<file path="src/rtl/core/rcs_pkg.sv">
// shared constants, types and arithmetic helpers for the retention curve core
// log2 squaring step, exp2 root multiply, root table and shift helpers
// no dependencies
package rcs_pkg;

    localparam int LOG_STEPS  = 32;
    localparam int EXP_STEPS  = 32;
    localparam int DIV_STEPS  = 44;
    localparam int PIPE_DEPTH = 2 * LOG_STEPS + 2 * EXP_STEPS + DIV_STEPS + 14;
    localparam int CNT_W      = $clog2(LOG_STEPS);

    localparam logic [31:0] ENTRY_RESET = 32'd2560000;
    localparam logic [19:0] SHAPE_RESET = 20'd131072;
    localparam logic [19:0] SHAPE_MIN   = 20'd65537;
    localparam logic [19:0] ONE_Q16_20  = 20'd65536;
    localparam logic [17:0] ONE_Q16_18  = 18'd65536;
    localparam logic [16:0] SAT_ONE     = 17'h1_0000;
    localparam logic [39:0] KC_BIAS     = 40'h08_0000_0000;
    localparam logic [31:0] ACC_ONE     = 32'h8000_0000;
    localparam logic [63:0] ONE60       = 64'h1000_0000_0000_0000;
    localparam logic [63:0] CAP60       = 64'h1000_0000_0000_0000;
    localparam logic [63:0] CAP32       = 64'h0000_0001_0000_0000;
    localparam logic [63:0] CAP47       = 64'h0000_8000_0000_0000;
    localparam logic [49:0] RND_HALF    = 50'h8000_0000;

    typedef enum logic [1:0] {
        REG_ENTRY,
        REG_RES_L,
        REG_RES_G,
        REG_SHAPE
    } t_reg_idx;

    typedef struct packed {
        logic [19:0] n;
        logic [19:0] nm1;
        logic [16:0] span;
        logic [15:0] res_l;
        logic [37:0] lb;
        logic [39:0] kc;
        logic        busy;
    } t_cfg;

    function automatic logic [63:0] isqrt64(input logic [63:0] x);
        logic [63:0] v;
        logic [63:0] r;
        logic [63:0] b;
        v = x;
        r = 64'd0;
        for (int j = 0; j < 32; j++) begin
            b = 64'd1 << (62 - 2 * j);
            if (v >= r + b) begin
                v = v - (r + b);
                r = (r >> 1) + b;
            end else begin
                r = r >> 1;
            end
        end
        return r;
    endfunction

    function automatic logic [32:1][31:0] build_roots();
        logic [32:1][31:0] t;
        logic [63:0] r;
        r = isqrt64(64'h8000_0000_0000_0000);
        t[1] = r[31:0];
        for (int i = 2; i <= 32; i++) begin
            r = isqrt64({r[32:0], 31'b0});
            t[i] = r[31:0];
        end
        return t;
    endfunction

    localparam logic [32:1][31:0] ROOTS = build_roots();

    function automatic logic [5:0] msb_pos(input logic [63:0] v);
        logic [5:0] p;
        p = 6'd0;
        for (int i = 0; i < 64; i++) begin
            if (v[i]) p = 6'(i);
        end
        return p;
    endfunction

    function automatic logic [31:0] norm_q31(input logic [63:0] v, input logic [5:0] p);
        logic [94:0] t;
        t = {v, 31'b0} >> p;
        return t[31:0];
    endfunction

    // one squaring step: {fraction bit, next mantissa}
    function automatic logic [32:0] log_step(input logic [31:0] m);
        logic [63:0] sq;
        sq = 64'(m) * 64'(m);
        if (sq[63]) begin
            return {1'b1, sq[63:32]};
        end else begin
            return {1'b0, sq[62:31]};
        end
    endfunction

    function automatic logic [31:0] exp_mul(input logic [31:0] acc, input logic [31:0] root);
        logic [63:0] pr;
        pr = 64'(acc) * 64'(root);
        return pr[62:31];
    endfunction

    // final shift of exp2: {overflow, value}
    function automatic logic [64:0] exp_fin(input logic [31:0] acc,
                                            input logic signed [17:0] s);
        logic [63:0] a64;
        logic [63:0] v;
        logic [5:0]  r;
        logic        ovf;
        a64 = 64'(acc);
        v   = 64'd0;
        ovf = 1'b0;
        r   = 6'd0;
        if (s > 18'sd31) begin
            ovf = 1'b1;
        end else if (s >= 18'sd0) begin
            v = a64 << s[4:0];
        end else if (s >= -18'sd40) begin
            r = 6'(-s);
            v = (a64 + (64'd1 << (r - 6'd1))) >> r;
        end
        return {ovf, v};
    endfunction

endpackage

</file>
<file path="src/rtl/core/rcs_cfg.sv">
// configuration registers and the derived curve constants
// evaluates log2 of entry pressure, n-1 and span with one shared squaring unit
// depends on rcs_pkg
module rcs_cfg (
    input  logic                i_clk,
    input  logic                i_rst_n,
    input  logic                i_cfg_we,
    input  logic [1:0]          i_cfg_index,
    input  logic [31:0]         i_cfg_data,
    output rcs_pkg::t_cfg       o_cfg
);

    typedef enum logic [2:0] {
        ST_IDLE,
        ST_LOAD,
        ST_SQ,
        ST_STORE,
        ST_SUM
    } t_state;

    typedef enum logic [1:0] {
        SEL_B,
        SEL_NM1,
        SEL_SPAN
    } t_sel;

    t_state                    r_state;
    t_sel                      r_sel;
    logic [rcs_pkg::CNT_W-1:0] r_cnt;
    logic [31:0]               r_entry;
    logic [15:0]               r_res_l;
    logic [15:0]               r_res_g;
    logic [19:0]               r_shape;
    logic [31:0]               r_m;
    logic [5:0]                r_p;
    logic [31:0]               r_frac;
    logic [37:0]               r_lb;
    logic [37:0]               r_lnm1;
    logic [37:0]               r_lspan;
    logic [39:0]               r_kc;

    logic [31:0] w_b;
    logic [19:0] w_n;
    logic [19:0] w_nm1;
    logic [17:0] w_sum;
    logic [16:0] w_span;
    logic [63:0] w_src;
    logic [5:0]  w_p;
    logic [32:0] w_step;
    logic [37:0] w_l;

    assign w_b    = (r_entry == 32'd0) ? 32'd1 : r_entry;
    assign w_n    = (r_shape < rcs_pkg::SHAPE_MIN) ? rcs_pkg::SHAPE_MIN : r_shape;
    assign w_nm1  = w_n - rcs_pkg::ONE_Q16_20;
    assign w_sum  = 18'(r_res_l) + 18'(r_res_g);
    assign w_span = (w_sum >= rcs_pkg::ONE_Q16_18) ? 17'd0
                                                    : 17'(rcs_pkg::ONE_Q16_18 - w_sum);

    always_comb begin
        unique case (r_sel)
            SEL_B:    w_src = 64'(w_b);
            SEL_NM1:  w_src = 64'(w_nm1);
            SEL_SPAN: w_src = 64'(w_span);
            default:  w_src = 64'd0;
        endcase
    end

    assign w_p    = rcs_pkg::msb_pos(w_src);
    assign w_step = rcs_pkg::log_step(r_m);
    assign w_l    = {r_p, r_frac};

    always_ff @(posedge i_clk) begin
        if (!i_rst_n) begin
            r_entry <= rcs_pkg::ENTRY_RESET;
            r_res_l <= 16'd0;
            r_res_g <= 16'd0;
            r_shape <= rcs_pkg::SHAPE_RESET;
            r_state <= ST_LOAD;
            r_sel   <= SEL_B;
            r_cnt   <= '0;
        end else if (i_cfg_we) begin
            unique case (rcs_pkg::t_reg_idx'(i_cfg_index))
                rcs_pkg::REG_ENTRY: r_entry <= i_cfg_data;
                rcs_pkg::REG_RES_L: r_res_l <= i_cfg_data[15:0];
                rcs_pkg::REG_RES_G: r_res_g <= i_cfg_data[15:0];
                rcs_pkg::REG_SHAPE: r_shape <= i_cfg_data[19:0];
            endcase
            r_state <= ST_LOAD;
            r_sel   <= SEL_B;
        end else begin
            unique case (r_state)
                ST_IDLE: begin
                end
                ST_LOAD: begin
                    r_p     <= w_p;
                    r_m     <= rcs_pkg::norm_q31(w_src, w_p);
                    r_frac  <= 32'd0;
                    r_cnt   <= '0;
                    r_state <= ST_SQ;
                end
                ST_SQ: begin
                    r_m    <= w_step[31:0];
                    r_frac <= {r_frac[30:0], w_step[32]};
                    r_cnt  <= r_cnt + 1'b1;
                    if (r_cnt == rcs_pkg::CNT_W'(rcs_pkg::LOG_STEPS - 1)) begin
                        r_state <= ST_STORE;
                    end
                end
                ST_STORE: begin
                    unique case (r_sel)
                        SEL_B: begin
                            r_lb    <= w_l;
                            r_sel   <= SEL_NM1;
                            r_state <= ST_LOAD;
                        end
                        SEL_NM1: begin
                            r_lnm1  <= w_l;
                            r_sel   <= SEL_SPAN;
                            r_state <= ST_LOAD;
                        end
                        default: begin
                            r_lspan <= w_l;
                            r_state <= ST_SUM;
                        end
                    endcase
                end
                ST_SUM: begin
                    r_kc    <= 40'(r_lnm1) + 40'(r_lspan) - 40'(r_lb) + rcs_pkg::KC_BIAS;
                    r_state <= ST_IDLE;
                end
                default: r_state <= ST_IDLE;
            endcase
        end
    end

    assign o_cfg.n     = w_n;
    assign o_cfg.nm1   = w_nm1;
    assign o_cfg.span  = w_span;
    assign o_cfg.res_l = r_res_l;
    assign o_cfg.lb    = r_lb;
    assign o_cfg.kc    = r_kc;
    assign o_cfg.busy  = (r_state != ST_IDLE);

endmodule

</file>
<file path="config.mk">
export PLATFORM = sky130hd
export DESIGN_NAME = rcs_cfg
export DESIGN_NICKNAME = d
export VERILOG_FILES = /design/src/rtl/core/rcs_pkg.sv /design/src/rtl/core/rcs_cfg.sv
export SDC_FILE = /design/constraint.sdc
export NUM_CORES = 2
export LEC_CHECK = 0
export BUFFER_PORTS_ARGS = -buffer_cell sky130_fd_sc_hd__buf_2
export CORE_ASPECT_RATIO = 0.5
export CORE_MARGIN = 2
export CORE_UTILIZATION = 65
export DETAILED_ROUTE_END_ITERATION = 10
export PLACE_DENSITY = 0.87
export SLEW_MARGIN = 0
export SYNTH_ARGS = -nofsm -noshare
export SYNTH_HDL_FRONTEND = slang
export SYNTH_SLANG_ARGS = --single-unit
</file>
<file path="constraint.sdc">
create_clock -name i_clk -period 28.8 [get_ports i_clk]
set_input_delay 5.76 -clock i_clk [delete_from_list [all_inputs] [get_ports i_clk]]
set_output_delay 5.76 -clock i_clk [all_outputs]
set_load 0.02 [all_outputs]
</file>
* Word level (Yosys, flattened, before mapping) *
Index checks and enable logic that the tools add are counted.

cells by class
  order comparisons = 2
  equality and inequality tests = 11
  $add $sub $neg = 7
  reductions and logical operators = 22
  bitwise gates (word level) = 4
  shift operators = 1
  mux-type cells = 75
  multiply operators = 1

operators by type and width
  operator                                                       count
  two-way mux 6 bit                                              62
  one-hot mux 32 bit (2 select lines)                            2
  one-hot mux 32 bit (3 select lines)                            1
  right shift 95 x 6 -> 32 bit                                   1
  multiplier 32 x 32 -> 64 bit                                   1
  adder 40 x 36 -> 40 bit (second input constant)                1
  subtractor 39 x 38 -> 40 bit                                   1
  adder 38 x 38 -> 39 bit                                        1
  two-way mux 33 bit                                             1
  zero test 32 bit                                               1
  two-way mux 32 bit                                             1
  less-than comparator 20 x 17 -> 1 bit (second input constant)  1
  two-way mux 20 bit                                             1
  subtractor 20 x 17 -> 20 bit (second input constant)           1
  adder 16 x 16 -> 17 bit                                        1
  >= comparator 17 bit (second input constant)                   1
  two-way mux 17 bit                                             1
  subtractor 17 bit (first input constant)                       1
  AND reduction 2 bit                                            7
  one-hot mux 3 bit (4 select lines)                             1
  AND reduction 4 bit                                            3
  one-hot mux 5 bit (2 select lines)                             1
  AND reduction 3 bit                                            3
  equality test 2 bit (second input constant)                    3
  other kinds (16)                                               25

storage, ports and cells
  bits in registers = 318
  output and inout bits = 152
  input port bits = 37

* Longest topological paths before layout *
  depth after elaboration = 69
  depth in mapped cells = 41
  gate-level depth less buffers = 37

* Worst setup path before layout *
No wires, ideal clock.

  kind = input to register
  from = input i_cfg_we
  to = register r_frac[0], enable pin
  stages on the path = 4
  arrival = 9.134 ns
  slack = 19.180 ns
  path through = clkbuf_1 > or2_2 > nand2b_1 > nor2_1

on the way
  cells in the longest elaborated chain, start to end = 2

ends and longest elaborated chain
  element                        RTL line        source
  start, declared                rcs_cfg.sv:7    input logic i_cfg_we,
  inverter 1 bit (no line)       -
  AND reduction 3 bit (no line)  -
  end signal, assigned           rcs_cfg.sv:103  r_frac <= {r_frac[30:0], w_step[32]};
  end, declared                  rcs_cfg.sv:36   logic [31:0] r_frac;

No other way between the ends.
A chain may end at the register's enable or synchronous reset.

* Worst setup path in the final report *
  from = register r_m[11]
  to = register r_m[20] (data pin)

on the way
  cells in the longest elaborated chain, start to end = 3

ends and longest elaborated chain
  element                              RTL line        source
  start, declared                      rcs_cfg.sv:34   logic [31:0] r_m;
  start signal, assigned               rcs_cfg.sv:96   r_m <= rcs_pkg::norm_q31(w_src, w_p);
  start signal, assigned               rcs_cfg.sv:102  r_m <= w_step[31:0];
  multiplier 32 x 32 -> 64 bit         rcs_pkg.sv:93   sq = 64'(m) * 64'(m);
  two-way mux 33 bit                   rcs_pkg.sv:94   if (sq[63]) begin
  one-hot mux 32 bit (2 select lines)  rcs_cfg.sv:91   unique case (r_state)

No other way between the ends.

==> results.rst <==
.. list-table::
   :header-rows: 1

   * - Metric
     - Value
   * - Outcome
     - finished, final reports clean
   * - Headroom to the max-slew limit
     - 0.09501
   * - Cell type with the largest total area after synthesis
     - fa_1
   * - Asr flop ratio synth
     - 0
   * - Total nets after synthesis
     - 6045
   * - GPL Wtd Cong
     - 0.9759
   * - Number of maximum-capacitance violations
     - 0
   * - Final HPWL DP
     - 91650 um
   * - Clock tree from TritonCTS
     - built
   * - Reg-to-reg startpoint
     - r_m[11]$_DFFE_PP_
   * - Number of cells on the worst reg-to-reg path
     - 33
   * - Die X-Extent
     - 379.9 um
   * - Fin crit period
     - 11.99 ns
   * - I/O pin count
     - 189
   * - Number of global-route vias before repair
     - 36440
   * - Transition time of the tightest slew-check pin
     - 1.355 ns
   * - Count of flip-flops with a built-in enable after synthesis
     - 220
   * - Number of antenna violations at the first check in global routing
     - 0
   * - Critical path origin
     - r_m[11]$_DFFE_PP_
   * - Cts-stage hold buffer count
     - 0
   * - Multiplexer area fraction after synthesis
     - 0.01659
   * - Initial core utilization
     - 0.6614
   * - Clock transition at path regs
     - 0.08 ns
   * - Synth Area in Compound Gates
     - 0.07365
   * - Core region area
     - 0.06943 mm^2
   * - Pin count of the biggest net entering global routing
     - 87
   * - Worst path required time
     - 29.15 ns
   * - Top-area cell type share of the netlist area
     - 0.3679
   * - Number of setup violations in the final report
     - 0
   * - Cells after DPL
     - 5783
   * - Synthesis warning total
     - 0
   * - Area of the multi-input gates
     - 0.03233 mm^2
   * - Number of max-slew violations in the final report
     - 0
   * - Post-Syn Area per Cell
     - 9.583 um^2
   * - Hold-critical path depth
     - 2
   * - Cell Area, Synth
     - 0.04592 mm^2
   * - Final #Nets
     - 6120
   * - Via density per instance
     - 5.869
   * - Synthesized-area fraction occupied by xor and xnor cells
     - 0.01793
   * - Final hold violation count
     - 0
   * - Number of sinks driven by the clock tree
     - 314
   * - Number of buffers added for setup after CTS
     - 0
   * - Final routed DRC violation total
     - 0
   * - DR pass1 iterations
     - 7
   * - Setup_tns
     - 0 ns
   * - Critical path arrival
     - 12.34 ns
   * - Worst Skew
     - 0.03200 ns
   * - First-pass GRT wire length
     - 189900 um
   * - Average routed wire per standard cell
     - 20.35 um
   * - Cell variety after synth
     - 83
   * - Detail Route Antenna Nets
     - 0
   * - Most frequent cell after synthesis
     - inv_1
   * - Total Wirelength
     - 118700 um
   * - Leftover overflow at the end of global routing
     - 0
   * - Maximum level of the CTS H-tree
     - 1
   * - Number of design-rule violations left by the first detailed-router iteration
     - 3125
   * - Quantity of I/O buffers inserted on ports
     - 187
   * - Largest stage delay on the critical path
     - 1.04 ns
   * - Overall fraction of global-route tracks in use
     - 0.3328
   * - Site Rows
     - 68
   * - Hold/Removal Path Class
     - register to register
   * - Number of flip-flops and latches in the synthesized netlist
     - 314
   * - Number of buffers added by the clock tree synthesis step
     - 27
   * - Clock latency of the later-clocked register in the worst-skew pair
     - 0.60 ns
   * - Largest family of logic cells by synthesized area
     - adder cells
   * - Post-synthesis instance total
     - 4792
   * - Simple-gate share of the synthesized area
     - 0.1248
   * - Area growth from synthesis to layout
     - 5.752%
   * - Number of gates resized after cts
     - 0
   * - Minimum setup slack after placement
     - 17.21 ns
   * - Slowest-stage cell, CP
     - xor2_4
   * - Final Cycle Share
     - 0.4165
   * - Post-synth top cells
     - inv_1, fa_1, nand2_1
   * - Critical Setup Path Class
     - register to register
   * - Cell type with the highest occurrence count on the critical path
     - fa_1
   * - Startpoint of the worst hold path
     - r_res_g[4]$_SDFFE_PN0P_
   * - Highest fanout seen on the critical path
     - 49
   * - Startpoint class of the critical path
     - register
   * - Fraction of final layout cells with drive strength greater than 1
     - 0.06772
   * - Crit end category
     - register
   * - Die area
     - 0.07292 mm^2
   * - Number of vias in the routed layout
     - 34240
   * - Footprint of the flip-flops and latches
     - 0.008488 mm^2
   * - Dominant cells by area after synthesis
     - fa_1, edfxtp_1, ha_1
   * - Number of standard cells in the layout, taps in and fillers out
     - 5834
   * - RSZ-0062 raised after global routing
     - no
   * - Top_reg_cell synth
     - edfxtp_1
   * - Final worst setup slack
     - 16.81 ns
   * - Adder-cell share of the synthesized area
     - 0.4693
   * - Max Root-Sink Buffers
     - 3
   * - Sequential share of the synthesized area
     - 0.1848
   * - Achievable clock frequency
     - 83.38 MHz
   * - CTS root buffer
     - clkbuf_16
   * - Count of filler cells inserted in the layout
     - 4839
   * - Final standard cell utilization of the core
     - 0.6995
   * - Die height
     - 191.9 um
==> cells in the final DEF, fill, tap and decap left out, types with 25 or more instances in the layout <==
master,synthesis,final
xnor2_1,55,54
buf_4,19,49
edfxtp_1,220,220
mux2i_1,68,68
clkbuf_16,0,28
nor3_1,48,48
nand2b_1,25,25
xor2_1,39,38
and2_1,230,230
a21oi_1,186,186
nand3_1,38,38
a21o_1,31,31
nor2_1,205,200
nand2_1,518,518
fa_1,844,844
nor2b_1,34,34
o21ai_0,76,76
nor4_1,26,26
dfxtp_1,94,94
buf_2,0,187
inv_1,1154,1154
ha_1,372,372
==> worst max-delay path, delay by kind of cell (launching register included) <==
family | cells | cell delay (ns)
simple gates | 5 | 1.57
buf+inv | 6 | 1.14
flops | 1 | 0.33
xor+xnor | 1 | 1.04
fa+ha+maj | 9 | 4.19
compound gates | 12 | 3.43
==> cell families after synthesis <==
kind of cell,Yosys count
buf+inv,1356
fa+ha+maj,1216
simple gates,1215
compound gates,521
flops,314
xor+xnor,94
mux,75
other cells,1
==> through the flow <==
step           hold slack (ns)  area, um^2
2_1_floorplan           0.4400       45920
3_3_place_gp            0.4464       47680
3_5_place_dp            0.4524       47680
4_1_cts                 0.4626       48560
5_1_grt                 0.4850       48560
6_report                0.4623       48560
==> per-layer routing <==
layer  track usage  vias up  part of all wire
met5             0        -                 0
met3       0.07663      476              0.11
met4        0.1325        0             0.047
li1              -    14980                 -
met2        0.5639     1839              0.48
met1        0.4188    16940              0.37
==> worst paths after layout <==
kind | end | slack, ns
max | r_m[20]$_DFFE_PP_ | 16.81
min | r_res_g[4]$_SDFFE_PN0P_ | 0.46
max reg2reg | r_m[20]$_DFFE_PP_ | 16.81
min reg2reg | r_res_g[4]$_SDFFE_PN0P_ | 0.46
==> flip-flops by register name, indices dropped and copies added (netlist names), 3 cells and up <==
name,flops
r_kc,40
r_state,3
r_entry,32
r_res_l,16
r_frac,32
r_p,5
r_lnm1,37
r_lspan,37
r_lb,37
r_cnt,5
r_res_g,16
r_shape,20
r_m,32
==> cell type report <==
type	count	share of cell area
multi-input combinational	3122	0.6657
sequential	314	0.1748
inverter	1166	0.09013
timing repair buffer	236	0.02685
tap	945	0.02435
clock buffer	34	0.01492
clock inverter	16	0.003246
antenna	1	0.00005153
Power is not shown: default switching activity piles up to over one toggle a cycle in this logic, so the estimate is an artifact.
